### src/rtl/core/spatial_vector_alu_defines.svh
// Assertion helpers for the spatial vector ALU.
// Both expect clk and rst_n in the scope where they are used.
`ifndef SPATIAL_VECTOR_ALU_DEFINES_SVH
`define SPATIAL_VECTOR_ALU_DEFINES_SVH

// Consequent must hold in the same cycle as the antecedent.
`define SVALU_ASSERT_NOW(lbl, ante, cons) \
  lbl: assert property (@(posedge clk) disable iff (!rst_n) (ante) |-> (cons)) \
    else $error("svalu: same-cycle pipeline check failed");

// Consequent must hold in the cycle after the antecedent.
`define SVALU_ASSERT_NEXT(lbl, ante, cons) \
  lbl: assert property (@(posedge clk) disable iff (!rst_n) (ante) |=> (cons)) \
    else $error("svalu: next-cycle pipeline check failed");

`endif

### src/rtl/core/svalu_pkg.sv
package svalu_pkg;

  localparam int VEC_BITS      = 63;
  localparam int SCALE_BITS    = 21;
  localparam int DOT_BITS      = 28;
  localparam int ACTION_BITS   = 3;
  localparam int LANES         = 6;
  localparam int SLOTS         = 4;
  localparam int IN_DATA_BITS  = 280;
  localparam int OUT_DATA_BITS = 160;

  typedef enum logic [ACTION_BITS-1:0] {
    ACT_ADD    = 3'd0,
    ACT_SUB    = 3'd1,
    ACT_SCALE  = 3'd2,
    ACT_MCROSS = 3'd3,
    ACT_FCROSS = 3'd4,
    ACT_DOT    = 3'd5
  } action_t;

  // Load enables of the four pipeline stages.
  typedef struct packed {
    logic s1;
    logic s2;
    logic s3;
    logic s4;
  } stage_en_t;

endpackage

### src/rtl/core/svalu_opsel.sv
module svalu_opsel #(
  parameter int C = 21
) (
  input  logic                                clk,
  input  svalu_pkg::stage_en_t                en,
  input  logic [svalu_pkg::ACTION_BITS-1:0]   action,
  input  logic [svalu_pkg::VEC_BITS-1:0]      first_angular,
  input  logic [svalu_pkg::VEC_BITS-1:0]      first_linear,
  input  logic [svalu_pkg::VEC_BITS-1:0]      second_angular,
  input  logic [svalu_pkg::VEC_BITS-1:0]      second_linear,
  input  logic signed [svalu_pkg::SCALE_BITS-1:0] scale_factor,
  output logic signed [C-1:0]                 a_r      [svalu_pkg::LANES][svalu_pkg::SLOTS],
  output logic signed [svalu_pkg::SCALE_BITS-1:0] b_r  [svalu_pkg::LANES][svalu_pkg::SLOTS],
  output logic                                neg_r    [svalu_pkg::LANES][svalu_pkg::SLOTS],
  output logic signed [C:0]                   addsub_r [svalu_pkg::LANES],
  output svalu_pkg::action_t                  action_r
);
  import svalu_pkg::*;

  localparam int SB = SCALE_BITS;

  logic signed [C-1:0]  w1 [3];
  logic signed [C-1:0]  v1 [3];
  logic signed [C-1:0]  w2 [3];
  logic signed [C-1:0]  v2 [3];
  logic signed [C-1:0]  a_nxt      [LANES][SLOTS];
  logic signed [SB-1:0] b_nxt      [LANES][SLOTS];
  logic                 neg_nxt    [LANES][SLOTS];
  logic signed [C:0]    addsub_nxt [LANES];
  action_t              act;

  always_comb begin
    for (int i = 0; i < 3; i++) begin
      w1[i] = first_angular[i*C +: C];
      v1[i] = first_linear[i*C +: C];
      w2[i] = second_angular[i*C +: C];
      v2[i] = second_linear[i*C +: C];
    end
  end

  assign act = action_t'(action);

  // Route operand pairs into six lanes of four product slots each.
  always_comb begin
    int j;
    int k;
    for (int l = 0; l < LANES; l++) begin
      addsub_nxt[l] = '0;
      for (int s = 0; s < SLOTS; s++) begin
        a_nxt[l][s]   = '0;
        b_nxt[l][s]   = '0;
        neg_nxt[l][s] = 1'b0;
      end
    end
    for (int i = 0; i < 3; i++) begin
      j = (i + 1) % 3;
      k = (i + 2) % 3;
      case (act)
        ACT_ADD: begin
          addsub_nxt[i]   = (C+1)'(w1[i]) + (C+1)'(w2[i]);
          addsub_nxt[3+i] = (C+1)'(v1[i]) + (C+1)'(v2[i]);
        end
        ACT_SUB: begin
          addsub_nxt[i]   = (C+1)'(w1[i]) - (C+1)'(w2[i]);
          addsub_nxt[3+i] = (C+1)'(v1[i]) - (C+1)'(v2[i]);
        end
        ACT_SCALE: begin
          a_nxt[i][0]   = w1[i]; b_nxt[i][0]   = scale_factor;
          a_nxt[3+i][0] = v1[i]; b_nxt[3+i][0] = scale_factor;
        end
        ACT_MCROSS: begin
          a_nxt[i][0] = w1[j]; b_nxt[i][0] = SB'(w2[k]);
          a_nxt[i][1] = w1[k]; b_nxt[i][1] = SB'(w2[j]); neg_nxt[i][1] = 1'b1;
          a_nxt[3+i][0] = v1[j]; b_nxt[3+i][0] = SB'(w2[k]);
          a_nxt[3+i][1] = v1[k]; b_nxt[3+i][1] = SB'(w2[j]); neg_nxt[3+i][1] = 1'b1;
          a_nxt[3+i][2] = w1[j]; b_nxt[3+i][2] = SB'(v2[k]);
          a_nxt[3+i][3] = w1[k]; b_nxt[3+i][3] = SB'(v2[j]); neg_nxt[3+i][3] = 1'b1;
        end
        ACT_FCROSS: begin
          a_nxt[i][0] = w1[j]; b_nxt[i][0] = SB'(w2[k]);
          a_nxt[i][1] = w1[k]; b_nxt[i][1] = SB'(w2[j]); neg_nxt[i][1] = 1'b1;
          a_nxt[i][2] = v1[j]; b_nxt[i][2] = SB'(v2[k]);
          a_nxt[i][3] = v1[k]; b_nxt[i][3] = SB'(v2[j]); neg_nxt[i][3] = 1'b1;
          a_nxt[3+i][0] = w1[j]; b_nxt[3+i][0] = SB'(v2[k]);
          a_nxt[3+i][1] = w1[k]; b_nxt[3+i][1] = SB'(v2[j]); neg_nxt[3+i][1] = 1'b1;
          a_nxt[3+i][2] = v1[k]; b_nxt[3+i][2] = SB'(w2[j]); neg_nxt[3+i][2] = 1'b1;
          a_nxt[3+i][3] = v1[j]; b_nxt[3+i][3] = SB'(w2[k]);
        end
        ACT_DOT: begin
          a_nxt[i][0]   = w1[i]; b_nxt[i][0]   = SB'(w2[i]);
          a_nxt[3+i][0] = v1[i]; b_nxt[3+i][0] = SB'(v2[i]);
        end
        default: begin
        end
      endcase
    end
  end

  always_ff @(posedge clk) begin
    if (en.s1) begin
      a_r      <= a_nxt;
      b_r      <= b_nxt;
      neg_r    <= neg_nxt;
      addsub_r <= addsub_nxt;
      action_r <= act;
    end
  end

endmodule

### config.mk
export PLATFORM = sky130hd
export DESIGN_NAME = svalu_opsel
export DESIGN_NICKNAME = d
export VERILOG_FILES = /design/src/rtl/core/spatial_vector_alu_defines.svh /design/src/rtl/core/svalu_pkg.sv /design/src/rtl/core/svalu_opsel.sv
export SDC_FILE = /design/constraint.sdc
export NUM_CORES = 2
export LEC_CHECK = 0
export ABC_AREA = 0
export BUFFER_PORTS_ARGS = -buffer_cell sky130_fd_sc_hd__buf_2
export CAP_MARGIN = 0
export CORE_AREA = 2 2 570 572
export DETAILED_ROUTE_END_ITERATION = 7
export DIE_AREA = 0 0 572 574
export GPL_ROUTABILITY_DRIVEN = 0
export PLACE_DENSITY = 0.42
export SKIP_LAST_GASP = 1
export SYNTH_ARGS = -nofsm -noshare
export SYNTH_HDL_FRONTEND = slang
export SYNTH_SLANG_ARGS = --single-unit
### constraint.sdc
create_clock -name clk -period 10.5 [get_ports clk]
set_input_delay 2.1 -clock clk [delete_from_list [all_inputs] [get_ports clk]]
set_output_delay 2.1 -clock clk [all_outputs]
set_load 0.05 [all_outputs]
**After elaboration in Yosys (flattened, before gate mapping)**

Cells that the tools add are included.

- Bits in registers: 1020
- Word-level logic and storage cells: 99
- Output and inout bits: 1167

- Reduce and logical (&&, ||, !) cells: 3
- Muxes and demuxes: 27
- Equality and inequality tests: 5
- Add/sub/neg operators: 12

Operator list:

| cell | number |
|---|---|
| one-hot mux 63 bit (2 select lines) | 6 |
| one-hot mux 21 bit (3 select lines) | 6 |
| one-hot mux 22 bit (2 select lines) | 6 |
| one-hot mux 21 bit (4 select lines) | 3 |
| adder 21 x 21 -> 22 bit | 6 |
| subtractor 21 x 21 -> 22 bit | 6 |
| one-hot mux 21 bit (2 select lines) | 3 |
| == test 3 x 2 -> 1 bit (second input constant) | 2 |
| == test 3 bit (second input constant) | 2 |
| OR reduction 2 bit | 2 |
| == test 3 x 1 -> 1 bit (second input constant) | 1 |
| zero test 3 bit | 1 |
| 2-to-1 mux 1 bit | 3 |

**Depth between registers and ports, before layout**

- Depth in word-level cells: 3
- Depth in mapped cells: 18
- Depth with buffers taken out: 16

**Least setup slack after synthesis**

Ideal clock, no wire load.

- Kind: in2reg
- From: input port action[0] (netlist name)
- To: register addsub_r[37] (netlist name), data pin
- Path slack: 4810 ps
- Library setup time: 266 ps
- Stages on the path: 13
- Arrival time: 5424 ps
- Buffers on the path: 3
- Path through: clkbuf_1 > nor3b_2 > clkbuf_1 > buf_1 > mux2i_1 > ha_1 > nor2b_1 > o31ai_1 > a21oi_1 > a311o_1 > a221oi_1 > xor2_1 > nor2_1

- Longest elaborated chain between the ends: 2
- Elaborated cells between the ends (all ways): 3

RTL lines:

| item | RTL line | source |
|---|---|---|
| from (decl) | svalu_opsel.sv:6 | `input logic [svalu_pkg::ACTION_BITS-1:0] action,` |
| == test 3 x 1 -> 1 bit / zero test 3 bit (equally long branches) | svalu_opsel.sv:58 | `case (act)` |
| one-hot mux 22 bit (2 select lines) * | svalu_opsel.sv:58 |  |
| to (signal assigned) | svalu_opsel.sv:104 | `addsub_r <= addsub_nxt;` |
| to (decl) | svalu_opsel.sv:15 | `output logic signed [C:0] addsub_r [svalu_pkg::LANES],` |

Every way passes the cells marked *; elsewhere a longest branch is shown, timed or not.
A chain may end at the register's enable or synchronous reset.

**Worst setup path in the final report**

- From: input port action[0] (netlist name)
- To: register addsub_r[86] (netlist name), data pin

Same word-level chain as after synthesis.

==> results.cfg <==
[detailed_routing]
drc = 0
via_count = 40300
ant_nets = 0
drt_iter0_markers = 3669
avgRoutedWirePerCell_um = 32.1
firstDrtPassIters = 6
totalWireLength_mm = 314
viasPerCell = 4.12

[clock_tree]
cts_root_buf = clkbuf_16
path_clk_slew_ns = 0.07
post_cts_buffers = 0
cts_resized = 0
cts_tree = yes
htree_levels = 4
clock-sinks = 1020
cts_buffers = 135
cts_buffer_depth = 4
ctsHoldBuffers = 0

[floorplan]
die_h_um = 574
io_pins = 1448
die_area_sq_um = 328000
rows = 209
start_util = 0.152
dieWidth_um = 572
fp.coreArea_sq_um = 323000

[synthesis]
yosys_warnings = 0
synth.distinct_cells = 73
avgSynthCellArea_sq_um = 12.0
synth_edf_count = 1020
ys.flop_type = edfxtp_1
synthArstFlopShare = 0
syn-cell-area_sq_um = 49100
ys_seq_area_frac = 0.624
synthCells = 4088
synth_seq_cells = 1020

[timing]
tightest_slew_ns = 1.32
maxSlewViolCount = 0
relSlewSlack = 0.120
setup_viol = 0
fin_ws_ns = 4.30
fmax_ghz = 0.161
fin_crit_ns = 6.20
hold_viol = 0
min_period_over_period = 0.590
rsz0062_at_grt = false
fin_setup_tns_ns = 0

[global_routing]
grt_max_degree = 150
grt_pass1_vias = 39500
grt-ovfl-total = 0
grtUsageTotal = 0.183
antenna_found_initial = 136
grt_pass1_wl_mm = 395

[place]
io_buffer_count = 1435
place_ws_ns = 3.36
dp.cells = 9515
dp_hpwl_mm = 248

[finish]
drive_gt1_frac = 0.314
area_growth_pct = 31.5
instances_no_fill = 9781
nNetsFinal = 5746
fin_util = 0.200

[worst_setup_path]
crit_type = in -> reg
crit_arrival_ns = 6.75
end_kind = flop
cp-start-kind = input pin
critPathMaxStageDelay_ns = 0.68
critPathBufInv = 2
crit_chain = buf_4, nor3b_4, buf_4, nor2_1, xnor2_1, ha_1, a21o_1, a311oi_1, nor4_1, o311ai_0, a21oi_1, o21ai_0, o31ai_1
crit_path_frequent_cell = buf_4
critPathRequiredTime_ns = 11.05
crit_family = compound AO/OA/AOI/OAI gates
cp_slowest_cell = a311oi_1
critPathMaxFanout = 64

[outcome]
status = finished, final reports clean

[worst_hold_path]
hp-class = in -> reg
hold_end = a_r[63]$_DFFE_PP_
worst_hold_startpoint = first_linear[42]
whs_path_depth = 3

[flow_run]
maxCapViolCount = 0

[pwr]
total_leakage_power_uw = 0.0275
power.density_nw_per_um2 = 202
vdd_drop_max_mv = 0.119
## where the power goes
| part | leakage, uW | internal (uW) | switching (uW) |
|---|---|---|---|
| clock network | 0.00205 | 2650 | 2000 |
| logic | 0.0157 | 675 | 2690 |
| registers | 0.00977 | 4880 | 139 |
## state kept, by name (all words and copies together), names as in the netlist
| register | count |
|---|---|
| addsub_r | 132 |
| neg_r | 3 |
| b_r | 441 |
| a_r | 441 |
| action_r | 3 |
## cell usage in the layout (no fill, tap or decap), types with 19 or more instances in the layout
master / instances
a21o_1: 177
nand3_1: 33
diode_2: 31
nor2_1: 204
o31ai_1: 19
a22oi_1: 60
buf_2: 1433
clkbuf_16: 138
o21ai_0: 90
edfxtp_1: 1020
clkbuf_1: 24
xor2_1: 112
clkinv_1: 27
a22o_1: 64
nor2b_1: 19
and2_1: 204
inv_1: 178
nand2b_1: 19
nand2_1: 591
xnor2_1: 102
nor3_1: 36
a21oi_1: 249
buf_4: 48
a221o_1: 65
ha_1: 132
a221oi_1: 62
## worst max-delay path by stage
stage | from | endpoint | slack (ns) | cells after the start
2_1_floorplan | action[0] | addsub_r[37]$_SDFFCE_PN0P_ | 4.81 | 13
3_3_place_gp | action[0] | addsub_r[86]$_SDFFCE_PN0P_ | 3.22 | 13
3_5_place_dp | action[0] | addsub_r[84]$_SDFFCE_PN0P_ | 3.36 | 13
4_1_cts | action[0] | addsub_r[86]$_SDFFCE_PN0P_ | 4.27 | 13
5_1_grt | action[0] | addsub_r[86]$_SDFFCE_PN0P_ | 3.96 | 13
6_report | action[0] | addsub_r[86]$_SDFFCE_PN0P_ | 4.30 | 13
## tightest hold or removal path, delay by kind of cell
family | cells | cell delay, ns
buf+inv | 2 | 0.22
compound gates | 1 | 0.08
## Yosys cell counts (60+ instances only)
| cell | number | share of area |
|---|---|---|
| a22o_1 | 64 | 0.011 |
| and2_1 | 206 | 0.026 |
| xnor2_1 | 102 | 0.018 |
| buf_4 | 148 | 0.023 |
| inv_1 | 178 | 0.014 |
| a22oi_1 | 60 | 0.0092 |
| xor2_1 | 112 | 0.020 |
| o21ai_0 | 90 | 0.0092 |
| clkbuf_1 | 215 | 0.016 |
| ha_1 | 132 | 0.034 |
| a221o_1 | 65 | 0.013 |
| a21o_1 | 177 | 0.027 |
| nor2_1 | 205 | 0.016 |
| nand2_1 | 592 | 0.045 |
| edfxtp_1 | 1020 | 0.62 |
| a221oi_1 | 62 | 0.011 |
| a21oi_1 | 249 | 0.025 |
## final cells by class
cell class | count | area, sq um
Fill cell | 35400 | 258000
Sequential cell | 1020 | 30600
Multi-Input combinational cell | 2502 | 15900
Timing Repair Buffer | 1490 | 7710
Tap cell | 4325 | 5410
Clock buffer | 162 | 3540
Clock inverter | 73 | 706
Inverter | 178 | 668
Antenna cell | 31 | 77.6
## metal layers
metal	vias to the layer above	share of wire	GRT usage
li1	17300	-	-
met1	20300	0.39	0.212
met2	2200	0.48	0.312
met3	499	0.086	0.0538
met4	0	0.045	0.0767
met5	-	0	0
## metrics by stage
| step | area, sq um | hold slack [ns] | power [uW] |
|---|---|---|---|
| floorplan | 49100 | 2.20 | 7210 |
| global placement | 60300 | 2.50 | 8500 |
| detailed placement | 60300 | 2.49 | 8510 |
| CTS | 64500 | 1.56 | 13200 |
| global route | 64600 | 1.61 | 13500 |
| finish | 64600 | 1.68 | 13000 |
## cell families (layout without fill, tap and decap cells)
family,Yosys count,after routing,share of synthesized area
flops,1020,1020,0.624
compound gates,927,927,0.132
fa+ha+maj,138,138,0.0361
xor+xnor,214,214,0.0382
buf+inv,574,1903,0.0557
mux,6,6,0.00122
simple gates,1208,1208,0.113
other cells,1,40,0.0000763
No activity file was read; power rests on OpenSTA's default activity.
