### src/rtl/core/spatial_vector_alu_defines.svh
// Assertion helpers for the spatial vector ALU.
// Both expect clk and rst_n in the scope where they are used.
`ifndef SPATIAL_VECTOR_ALU_DEFINES_SVH
`define SPATIAL_VECTOR_ALU_DEFINES_SVH

// Consequent must hold in the same cycle as the antecedent.
`define SVALU_ASSERT_NOW(lbl, ante, cons) \
  lbl: assert property (@(posedge clk) disable iff (!rst_n) (ante) |-> (cons)) \
    else $error("svalu: same-cycle pipeline check failed");

// Consequent must hold in the cycle after the antecedent.
`define SVALU_ASSERT_NEXT(lbl, ante, cons) \
  lbl: assert property (@(posedge clk) disable iff (!rst_n) (ante) |=> (cons)) \
    else $error("svalu: next-cycle pipeline check failed");

`endif

### src/rtl/core/svalu_pkg.sv
package svalu_pkg;

  localparam int VEC_BITS      = 63;
  localparam int SCALE_BITS    = 21;
  localparam int DOT_BITS      = 28;
  localparam int ACTION_BITS   = 3;
  localparam int LANES         = 6;
  localparam int SLOTS         = 4;
  localparam int IN_DATA_BITS  = 280;
  localparam int OUT_DATA_BITS = 160;

  typedef enum logic [ACTION_BITS-1:0] {
    ACT_ADD    = 3'd0,
    ACT_SUB    = 3'd1,
    ACT_SCALE  = 3'd2,
    ACT_MCROSS = 3'd3,
    ACT_FCROSS = 3'd4,
    ACT_DOT    = 3'd5
  } action_t;

  // Load enables of the four pipeline stages.
  typedef struct packed {
    logic s1;
    logic s2;
    logic s3;
    logic s4;
  } stage_en_t;

endpackage

### src/rtl/core/svalu_round.sv
module svalu_round #(
  parameter int C = 21,
  parameter int F = 16
) (
  input  logic                                clk,
  input  svalu_pkg::stage_en_t                en,
  input  logic signed [C+svalu_pkg::SCALE_BITS+1:0] lane_r [svalu_pkg::LANES],
  input  logic signed [C:0]                   addsub_r [svalu_pkg::LANES],
  input  svalu_pkg::action_t                  action_r,
  output logic [svalu_pkg::VEC_BITS-1:0]      res_ang_r,
  output logic [svalu_pkg::VEC_BITS-1:0]      res_lin_r,
  output logic signed [svalu_pkg::DOT_BITS-1:0] dot_r,
  output logic                                sat_r
);
  import svalu_pkg::*;

  localparam int LW = C + SCALE_BITS + 2;
  localparam int DW = LW + 3;
  localparam logic signed [LW-1:0] CMAX = {{(LW-C+1){1'b0}}, {(C-1){1'b1}}};
  localparam logic signed [LW-1:0] CMIN = {{(LW-C+1){1'b1}}, {(C-1){1'b0}}};
  localparam logic signed [DW-1:0] DMAX = {{(DW-DOT_BITS+1){1'b0}}, {(DOT_BITS-1){1'b1}}};
  localparam logic signed [DW-1:0] DMIN = {{(DW-DOT_BITS+1){1'b1}}, {(DOT_BITS-1){1'b0}}};

  logic signed [LW-1:0]       val;
  logic signed [C-1:0]        comp;
  logic [VEC_BITS-1:0]        ang_nxt;
  logic [VEC_BITS-1:0]        lin_nxt;
  logic                       sat_nxt;
  logic signed [DW-1:0]       dsum;
  logic signed [DW-1:0]       dsh;
  logic signed [DOT_BITS-1:0] dot_nxt;
  logic                       is_vec;
  logic                       is_addsub;

  assign is_addsub = (action_r == ACT_ADD) || (action_r == ACT_SUB);
  assign is_vec    = is_addsub || (action_r == ACT_SCALE) ||
                     (action_r == ACT_MCROSS) || (action_r == ACT_FCROSS);

  // Floor to the component grid, clip and pack.
  always_comb begin
    ang_nxt = '0;
    lin_nxt = '0;
    sat_nxt = 1'b0;
    val     = '0;
    comp    = '0;
    for (int l = 0; l < LANES; l++) begin
      if (is_addsub) begin
        val = LW'(addsub_r[l]);
      end else begin
        val = lane_r[l] >>> F;
      end
      if (val > CMAX) begin
        comp = C'(CMAX);
        sat_nxt = sat_nxt | is_vec;
      end else if (val < CMIN) begin
        comp = C'(CMIN);
        sat_nxt = sat_nxt | is_vec;
      end else begin
        comp = C'(val);
      end
      if (is_vec) begin
        if (l < 3) begin
          ang_nxt[(l%3)*C +: C] = comp;
        end else begin
          lin_nxt[(l%3)*C +: C] = comp;
        end
      end
    end
  end

  // Dot product: each lane holds one product, so the lane sums add up to it.
  always_comb begin
    dsum = '0;
    for (int l = 0; l < LANES; l++) begin
      dsum = dsum + DW'(lane_r[l]);
    end
    dsh = dsum >>> F;
    if (action_r != ACT_DOT) begin
      dot_nxt = '0;
    end else if (dsh > DMAX) begin
      dot_nxt = DOT_BITS'(DMAX);
    end else if (dsh < DMIN) begin
      dot_nxt = DOT_BITS'(DMIN);
    end else begin
      dot_nxt = DOT_BITS'(dsh);
    end
  end

  always_ff @(posedge clk) begin
    if (en.s4) begin
      res_ang_r <= ang_nxt;
      res_lin_r <= lin_nxt;
      dot_r     <= dot_nxt;
      sat_r     <= sat_nxt;
    end
  end

endmodule
### config.mk
export PLATFORM = sky130hd
export DESIGN_NAME = svalu_round
export DESIGN_NICKNAME = d
export VERILOG_FILES = /design/src/rtl/core/spatial_vector_alu_defines.svh /design/src/rtl/core/svalu_pkg.sv /design/src/rtl/core/svalu_round.sv
export SDC_FILE = /design/constraint.sdc
export NUM_CORES = 1
export LEC_CHECK = 0
export ABC_AREA = 1
export BUFFER_PORTS_ARGS = -buffer_cell sky130_fd_sc_hd__buf_2
export CAP_MARGIN = 20
export CORE_MARGIN = 2
export CORE_UTILIZATION = 25
export DETAILED_ROUTE_END_ITERATION = 7
export GPL_TIMING_DRIVEN = 0
export SYNTH_ARGS = -nofsm -noshare
export SYNTH_HDL_FRONTEND = slang
export SYNTH_SLANG_ARGS = --single-unit
### constraint.sdc
create_clock -name clk -period 11.3 [get_ports clk]
set_clock_uncertainty 0.1 [all_clocks]
set_input_delay 0 -clock clk [delete_from_list [all_inputs] [get_ports clk]]
set_output_delay 0 -clock clk [all_outputs]
set_load 0.03 [all_outputs]
After elaboration in Yosys (flattened, before gate mapping)
Cells that the tools add are included.
Storage, ports and cells
  register bits: 155
  memories: 0
  bits in latches: 0
  memory bits (writable): 0
  bits in read-only memories: 0
  logic and storage cells: 85
  bits of input ports: 404
  output and inout port bits: 155
Operators by class
  equal/unequal tests: 5
  muxes and demuxes: 32
  reductions and logical operators: 12
  bitwise logic cells: 6
  multipliers: 0
  shift-type cells: 0
  div/mod/pow operators: 0
  $lt $le $gt $ge: 14
  add/sub/neg operators: 5
Operator list (number)
  44-bit by 21-bit > comparator with 1-bit output (second input constant): 6
  44-bit by 21-bit < comparator with 1-bit output (second input constant): 6
  44-bit 2-to-1 mux: 6
  21-bit 2-to-1 mux: 6
  20-bit 2-to-1 mux: 6
  47-bit by 44-bit adder with 47-bit output: 2
  46-bit by 44-bit adder with 47-bit output: 1
  45-bit by 44-bit adder with 46-bit output: 1
  44-bit by 44-bit adder with 45-bit output: 1
  31-bit by 28-bit > comparator with 1-bit output (second input constant): 1
  31-bit by 28-bit < comparator with 1-bit output (second input constant): 1
  28-bit 2-to-1 mux: 1
  27-bit 2-to-1 mux: 1
  2-bit OR reduction: 7
  1-bit 2-to-1 mux: 12
  3-bit by 2-bit == test with 1-bit output (second input constant): 2
  1-bit OR: 5
  1-bit logical OR: 4
  3-bit by 1-bit == test with 1-bit output (second input constant): 1
  3-bit == test (second input constant): 1
  3-bit zero test: 1
  3-bit inequality test (second input constant): 1
  1-bit NOT: 1

Depth between registers and ports, before layout
Gate-level depths: netlist (run 1).
  depth in word-level cells: 22
  mapped depth: 25
  depth with buffers taken out: 24

Least setup slack after synthesis (run 1)
Ideal clock, no wire load.
  path type: input to register
  start point: in lane_r[22] in the netlist's numbering
  end point: reg dot_r[10] in the netlist's numbering, data pin
  cell stages on the path: 21
  buffers on the path: 1
  data required time: 10.920 ns
  slack: 7.474 ns
  library setup time: 0.280 ns
  arrival time: 3.446 ns
  cells stage by stage: inv_1 fa_1 inv_1 fa_1 inv_1 fa_1 inv_1 ha_1 nand2_1 inv_1 nand2_1 nand2_1 a21oi_1 nand2_1 nand2_1 nand4_1 nand2_1 nand2_2 o21ai_4 buf_12 a21oi_2
On the way
  cells in the longest elaborated chain, start to end: 4
  elaborated cells between the ends (all ways): 5
  those cells by class: add/sub: 1; order compare: 2; mux: 2
Ends and longest elaborated chain
  start, declared: line svalu_round.sv:7  | input logic signed [C+svalu_pkg::SCALE_BITS+1:0] lane_r [svalu_pkg::LANES],
  47-bit by 44-bit adder with 47-bit output *: line svalu_round.sv:75  | dsum = dsum + DW'(lane_r[l]);
  31-bit by 28-bit < comparator with 1-bit output: line svalu_round.sv:82  | end else if (dsh < DMIN) begin
  28-bit 2-to-1 mux: line svalu_round.sv:82
  27-bit 2-to-1 mux *: line svalu_round.sv:80  | end else if (dsh > DMAX) begin
  end signal, assigned: line svalu_round.sv:93  | dot_r <= dot_nxt;
  end, declared: line svalu_round.sv:12  | output logic signed [svalu_pkg::DOT_BITS-1:0] dot_r,
Mark *: on every way between the ends. The rest lies on a longest branch, timed or not.
A chain may end at the register's enable or synchronous reset.

Worst setup path after layout (run 1)
  start point: in lane_r[80] in the netlist's numbering
  end point: reg dot_r[21] in the netlist's numbering, data pin
On the way
  cells in the longest elaborated chain, start to end: 5
  elaborated cells between the ends (all ways): 6
  those cells by class: add/sub: 2; order compare: 2; mux: 2
Ends and longest elaborated chain (line)
  47-bit by 44-bit adder with 47-bit output * (2 in series): svalu_round.sv:75
  31-bit by 28-bit < comparator with 1-bit output: svalu_round.sv:82
  28-bit 2-to-1 mux: svalu_round.sv:82
  27-bit 2-to-1 mux *: svalu_round.sv:80
Marked as above.

==> impl_metrics.toml, run 1 <==
[synth]
netlist_area_um2 = 16400
synth_area_leaders = "edfxtp_1 (28%), fa_1 (22%), inv_1 (14%)"
syn-num-nets = 2707
yosysTopAreaCell = "edfxtp_1"
synth_cells = 2083
synth_edf_count = 155
yosysWarnings = 0
ys_seq_area_frac = 0.284
synth_top_area_share = 0.284
synth_cell_type_count = 48
avgSynthCellArea_um2 = 7.86
synth_ff_type = "edfxtp_1"
ys_seq_elements = 155
async_flop_share = 0

[status]
outcome = "completed"

[sta]
relSlewSlack = 0.399
rsz0062_at_grt = "no"
finalHoldViolCount = 0
finalMaxSlewViolations = 0
max_freq_mhz = 214
holdWs_ps = 15.3
final.setup.tns_ps = 0
post-route-min-period_ps = 4660
fin_crit_sh = 0.413
setup_viol = 0
worstMarginPinSlew_ps = 894
final.setup.worst_slack_ps = 6640

[hold_path]
holdCritStartpoint = "lane_r[17]"
hold_depth = 5
hold_path_end = "res_lin_r[43]"
hp-class = "input port to register"

[worst_setup_path]
critPathCaptureType = "register"
critPathLaunchType = "input port"
worst_ep_required_time_ps = 11420
path_class = "input port to register"
arrival_ps = 4780
worst-path-max-fanout = 10

[power]
p_int_mw = 2.16
pwr-share-seq = 0.165
powerDensity_nw_per_um2 = 200
p_clk_frac = 0.145
combPwrFrac = 0.690
swShare = 0.525
switchingPower_mw = 2.39
finalPower_mw = 4.54
ir_worst_vdd_mv = 0.127
p_leak_nw = 11.8

[route]
first_iter_violations = 1629
via_per_inst = 4.54
drt_wl_total_um = 76000
drcViolationCount = 0
routedWlPerCell_um = 20.5
first_pass_iters = 6
antenna_left = 0
vias = 16900

[job]
cap_violations = 0

[global_route]
antenna_found_initial = 2
grt_max_degree = 98
overflow = 0
grt_pass1_vias = 17000
track_usage = 0.220
grt_pass1_wl_um = 108000

[die]
die_w_um = 260
rows = 93
pin_count = 559
die_area_um2 = 67600
die_h_um = 260
start_util = 0.254
core_area_um2 = 64600

[cts]
path_clk_slew_ps = 80
numClockSinks = 155
cts_tree = "built"
cts_buffer_depth = 2
cts_made_buffers = 17
clock_tree.root_cell = "clkbuf_16"
htreeDepth = 4

[layout]
final_cells = 3715
fin_area_um2 = 22800
post-route-util = 0.353
nNetsFinal = 3469
syn_to_final_growth_pct = 39.0
drive_above_1_share = 0.236
final_common_cell = "inv_1"
fillers = 6950
layout_common_cells = "inv_1 (593), buf_2 (572), nand2_1 (438)"

[placement]
routabilityCongestion = 0.964
dpl_cell_area_um2 = 20300
io_buffers = 555
post-place-cells = 3495
pre_cts_ws_ps = 6660
hpwl_um = 63800
per-layer routing:
layer,track usage,wire [µm],part of all wire,vias to the layer above
li1,-,-,-,7935
met1,0.281,31000,0.41,7933
met2,0.367,36200,0.48,873
met3,0.0424,5960,0.078,137
met4,0.0851,2820,0.037,0
met5,0,0,0,-
state kept, by name, indices dropped and copies added (netlist names):
| signal | count |
|---|---|
| dot_r | 28 |
| res_ang_r | 63 |
| res_lin_r | 63 |
| sat_r | 1 |
power groups by stage:
stage          clock network, mW  logic [mW]  registers, mW
2_1_floorplan                  0        2.01          0.916
3_3_place_gp                   0        3.06          0.762
3_5_place_dp                   0        3.06          0.761
4_1_cts                    0.667        3.14          0.749
5_1_grt                    0.690        3.52          0.755
6_report                   0.660        3.14          0.749
what timing repair did:
item,CTS,global route
hold endpoints to repair,182,0
setup endpoints to repair,0,0
gates resized for setup,0,0
buffers inserted,0,0
hold buffers,186,0
cells in the mapped netlist, types with 3 or more instances:
library cell and number:
o211ai_1 89, a21o_1 3, nor3_1 14, nand3_1 38, nand2_2 10, ha_1 44, a31oi_1 7, xor2_1 17
edfxtp_1 155, nand2_1 438, inv_1 593, inv_2 16, nand4_1 15, buf_1 11, clkbuf_1 31, fa_1 176
buf_2 18, nor2_4 3, nor2_2 12, a21oi_2 12, nor4_1 5, nor2_1 80, nand3_2 3, o21ai_0 55
clkinv_1 3, o21bai_1 5, a21oi_1 203
worst max-delay path by stage:
| stage | slack, ps | endpoint | depth (start not counted) | from |
|---|---|---|---|---|
| 3_5_place_dp | 6660 | dot_r[21] | 20 | lane_r[201] |
| 4_1_cts | 6660 | dot_r[21] | 24 | lane_r[80] |
| 5_1_grt | 6400 | dot_r[18] | 24 | lane_r[80] |
| 2_1_floorplan | 7470 | dot_r[10] | 21 | lane_r[22] |
| 6_report | 6640 | dot_r[21] | 24 | lane_r[80] |
| 3_3_place_gp | 6670 | dot_r[21] | 20 | lane_r[201] |
kinds of logic after synthesis:
kind of cell / count (synthesis) / share of synthesized area
buffers and inverters: 678 / 0.160
AND/OR/NAND/NOR: 625 / 0.158
AO/OA/AOI/OAI: 386 / 0.139
adder cells (fa/ha/maj): 220 / 0.249
flip-flops: 155 / 0.284
XOR/XNOR: 19 / 0.0102
layout make-up:
class / count / area (µm²) / area share
Multi-Input combinational cell: 1250 / 9100 / 0.400
Timing Repair Buffer: 743 / 4680 / 0.206
Sequential cell: 155 / 4650 / 0.204
Inverter: 612 / 2300 / 0.101
Tap cell: 855 / 1070 / 0.0470
Clock buffer: 17 / 425 / 0.0187
Buffer: 66 / 320 / 0.0141
Clock inverter: 14 / 205 / 0.00901
Antenna cell: 3 / 7.51 / 0.000330
worst max-delay path, cell delays in order:
cell	delay (ps)
dlygate4sd3_1	510
buf_2	110
inv_1	50
fa_1	590
inv_1	90
fa_1	540
inv_1	60
fa_1	530
inv_1	40
ha_1	390
nand2_1	110
inv_2	70
nand2_2	80
nor3_1	290
nand2_1	120
nor2_1	110
nand2_1	110
nand3_2	100
nand2_1	50
nand2_1	70
nand2_2	60
o21ai_4	370
buf_8	200
a21oi_1	110
Power figures use the tool's default switching activity.
==> inputs of run 2 (changes only) <==
==> constraint.sdc (replaced) <==
create_clock -name clk -period 4.1 [get_ports clk]
set_clock_uncertainty 0.1 [all_clocks]
set_input_delay 0 -clock clk [delete_from_list [all_inputs] [get_ports clk]]
set_output_delay 0 -clock clk [all_outputs]
set_load 0.03 [all_outputs]
==> run 2 against run 1 <==
  * Highest routed layer unchanged
  * Final area increased by 1.5%
  * Non-clock buffer count increased by 7
  * Combinational power increased to 3.0 times the previous value
  * Critical path type unchanged
  * Final cell count increased by 0.24%
  * Clock power increased to 2.8 times the previous value
  * Sequential share of layout area decreased by 0.30 points
  * Clock-buffer cell count unchanged
==> impl_metrics.toml, run 2 (synthesis results as in run 1) <==
[status]
outcome = "completed"

[sta]
post-route-min-period_ps = 3910
fin_crit_sh = 0.954
max_freq_mhz = 256
worstMarginPinSlew_ps = 917
relSlewSlack = 0.383
finalMaxSlewViolations = 0
setup_viol = 0
holdWs_ps = 15.3
finalHoldViolCount = 0

[placement]
routabilityCongestion = 0.964
hpwl_um = 63800
io_buffers = 555
post-place-cells = 3495
dpl_cell_area_um2 = 20300

[global_route]
grt_pass1_vias = 17000
antenna_found_initial = 2
grt_pass1_wl_um = 108000
overflow = 0
track_usage = 0.221
grt_max_degree = 98

[power]
powerDensity_nw_per_um2 = 573
ir_worst_vdd_mv = 0.357
p_leak_nw = 11.9

[layout]
fin_area_um2 = 23100
top_regs = "res_ang_r (63), res_lin_r (63), dot_r (28)"
final_cells = 3724
final_common_cell = "inv_1"
nNetsFinal = 3477
syn_to_final_growth_pct = 41.1
layout_common_cells = "inv_1 (590), buf_2 (572), nand2_1 (432)"
drive_above_1_share = 0.255

[die]
pin_count = 559
die_area_um2 = 67600
die_w_um = 260
rows = 93
start_util = 0.254
core_area_um2 = 64600
die_h_um = 260

[cts]
cts_buffer_depth = 2
numClockSinks = 155
cts_tree = "built"
htreeDepth = 4
path_clk_slew_ps = 70
cts_made_buffers = 17
clock_tree.root_cell = "clkbuf_16"

[worst_setup_path]
critPathLaunchType = "input port"
path_class = "input port to register"
critPathCaptureType = "register"
arrival_ps = 4000
worst_ep_required_time_ps = 4190
worst-path-max-fanout = 10

[route]
drt_wl_total_um = 76400
drcViolationCount = 0
first_pass_iters = 6
vias = 16900
via_per_inst = 4.55
routedWlPerCell_um = 20.5
first_iter_violations = 1578
antenna_left = 0

[hold_path]
hp-class = "input port to register"
hold_depth = 5

[job]
cap_violations = 0
==> run 2: final timing paths <==
check,from,endpoint,slack (ps)
worst max-delay path,lane_r[36],dot_r[6],190
worst min-delay path,lane_r[17],res_lin_r[43],20
==> run 2: power by group <==
part / switching, mW / internal, mW / total [mW]
Combinational: 6.01 / 3.34 / 9.35
Clock: 0.839 / 0.983 / 1.82
Sequential: 0.0528 / 2.01 / 2.06
==> run 2: worst max-delay path, stage by stage <==
cell     delay, ps
buf_2           80
inv_1           50
fa_1           620
inv_1           90
fa_1           540
inv_1           60
fa_1           530
inv_1           40
ha_2           380
nand2_1         80
inv_2           70
nand2_1        150
nor2_4         180
nand2_2         90
nor2_1         110
nand2_1        100
nand3_2        100
nand2_1         50
nand2_1         80
nand2_2         70
o21ai_4        180
buf_12         150
buf_12         130
a21oi_2         60
==> run 2: final cells by class <==
type	instances	area, µm²
antenna	4	10.0
buffer	66	320
clock buffer	17	425
clock inverter	14	205
fill	6921	41500
inverter	612	2300
multi-input combinational	1251	9370
sequential	155	4650
tap	855	1070
timing repair buffer	750	4750
==> run 2: timing repair <==
item,in CTS,in global routing
hold buffers,186,0
pin swaps,1,17
hold endpoints to repair,182,0
gates resized for setup,0,63
setup buffers,3,4
gates cloned,0,1
endpoints found under the setup margin,18,32
==> run 2: per-stage QoR <==
step | TNS [ps] | utilization | total power, mW | setup WS (ps)
floorplan | 0 | - | 8.07 | 274
global placement | -12660 | 0.313 | 10.5 | -528
detailed placement | -13210 | 0.314 | 10.5 | -538
CTS | 0 | 0.353 | 12.7 | 62.0
global route | -191 | 0.358 | 14.4 | -29.2
finish | 0 | 0.358 | 13.2 | 188
==> run 2: layer usage <==
metal / global-route usage / part of all wire
met5: 0 / 0
met4: 0.0851 / 0.038
met2: 0.367 / 0.48
met3: 0.0425 / 0.077
met1: 0.282 / 0.41
==> inputs of run 3 (changes only) <==
--- a/config.mk
+++ b/config.mk
@@ -12,6 +12,7 @@
 export CORE_UTILIZATION = 25
 export DETAILED_ROUTE_END_ITERATION = 7
 export GPL_TIMING_DRIVEN = 0
+export PLACE_DENSITY_LB_ADDON = 0.05
 export SYNTH_ARGS = -nofsm -noshare
 export SYNTH_HDL_FRONTEND = slang
 export SYNTH_SLANG_ARGS = --single-unit
==> run 3 against run 2 <==
  * Die area is the same
  * Clock power fell by 5%
  * Core utilization grew 0.63 points
  * Fmax increased by 0.39%
  * Sequential power barely moved
  * Critical path depth fell by 4
  * Clock-buffer cell count unchanged
  * Worst hold slack gained 11 ps
  * Setup slack better by 15 ps
  * Final area is 1.7% higher
  * Sequential share of layout area is 0.35 points lower
==> impl_metrics.toml, run 3 (synthesis results as in run 1) <==
[job]
cap_violations = 0

[worst_setup_path]
critPathSlowestCell = "fa_2"
worst_ep_required_time_ps = 4200
critPathCaptureType = "register"
crit_path_frequent_cell = "inv_1"
arrival_ps = 3990
path_cells = "buf_2, inv_1, fa_2, inv_1, fa_1, inv_1, fa_1, inv_1, ha_4, a21o_1, nor2_1, nand2_1, a21oi_2, nand4_1, nand2_1, nand2_2, o21ai_4, buf_12, buf_12, a21oi_2"
crit_family = "adder cells"
path_class = "input port to register"
critPathBufInv = 7
worst-path-max-fanout = 10
critPathLaunchType = "input port"
slowest_delay_ps = 630

[placement]
io_buffers = 555
dpl_cell_area_um2 = 20300
routabilityCongestion = 0.886
post-place-cells = 3495
pre_cts_ws_ps = -655
hpwl_um = 66300

[die]
start_util = 0.254
die_area_um2 = 67600
die_w_um = 260
core_area_um2 = 64600
rows = 93
pin_count = 559
die_h_um = 260

[cts]
clock_tree.root_cell = "clkbuf_16"
htreeDepth = 4
numClockSinks = 155
cts_tree = "built"
cts_buffer_depth = 2
cts_made_buffers = 17
path_clk_slew_ps = 80

[status]
outcome = "completed"

[power]
ir_worst_vdd_mv = 0.344
p_leak_nw = 12.0
powerDensity_nw_per_um2 = 564

[route]
first_pass_iters = 5
vias = 16800
drcViolationCount = 0
routedWlPerCell_um = 20.7
antenna_left = 0
first_iter_violations = 1013
via_per_inst = 4.45
drt_wl_total_um = 78200

[layout]
fin_area_um2 = 23500
top_regs = "res_ang_r (63), res_lin_r (63), dot_r (28)"
syn_to_final_growth_pct = 43.6
final_cells = 3771
nNetsFinal = 3518
layout_common_cells = "inv_1 (591), buf_2 (572), nand2_1 (432)"
final_common_cell = "inv_1"
drive_above_1_share = 0.250
fillers = 7035

[sta]
setup_viol = 0
worstMarginPinSlew_ps = 866
final.setup.worst_slack_ps = 204
finalMaxSlewViolations = 0
max_freq_mhz = 257
finalHoldViolCount = 0
fin_crit_sh = 0.950
relSlewSlack = 0.423
holdWs_ps = 26.4
post-route-min-period_ps = 3900
rsz0062_at_grt = "no"
final.setup.tns_ps = 0

[global_route]
grt_pass1_wl_um = 112000
grt_max_degree = 95
grtUsageMet3 = 0.0298
top_usage_layer = "met2"
antenna_found_initial = 8
use_met1 = 0.288
overflow = 0
grt_use_met2 = 0.402
track_usage = 0.228
grt_pass1_vias = 17400

[hold_path]
hp-class = "input port to register"
-- run 3: layer usage --
layer,wire length [µm],share of wire
met5,0,0
met4,2000,0.026
met3,3510,0.045
met2,39700,0.51
met1,33000,0.42
-- run 3: through the flow --
step	total power, mW	util
3_3_place_gp	10.8	0.313
2_1_floorplan	8.07	-
6_report	13.3	0.364
5_1_grt	14.5	0.364
3_5_place_dp	10.8	0.314
4_1_cts	12.9	0.359
-- run 3: worst min-delay path, cell delays in order --
cell,delay (ps)
buf_2,80
inv_1,80
nand2_1,80
o211ai_1,80
a21oi_1,160
-- run 3: where the power goes --
part	switching (mW)	internal (mW)	total, mW
clock network	0.898	0.821	1.72
registers	0.0610	2.01	2.07
logic	6.06	3.40	9.46
total	7.02	6.24	13.3
-- run 3: path summary, 6_finish.rpt --
path / from / slack [ps] / endpoint / depth (start not counted)
worst max-delay path: lane_r[79] / 200 / dot_r[13] / 20
worst min-delay path: lane_r[21] / 30 / res_lin_r[47] / 5
-- run 3: repair_timing --
action | 4_1_cts | 5_1_grt
pin swaps | 1 | 6
hold buffers | 230 | 0
setup endpoints to repair | 23 | 28
resized for setup | 1 | 61
buffers inserted | 2 | 3
hold endpoints to repair | 186 | 0
-- run 3: layout make-up --
class                           count  area, µm²  share of cell area
Antenna cell                        9       22.5            0.000958
Buffer                             66        320              0.0136
Clock buffer                       17        425              0.0181
Clock inverter                     15        170             0.00724
Inverter                          612       2300              0.0979
Multi-Input combinational cell   1250       9380               0.399
Sequential cell                   155       4650               0.198
Tap cell                          855       1070              0.0455
Timing Repair Buffer              792       5170               0.220
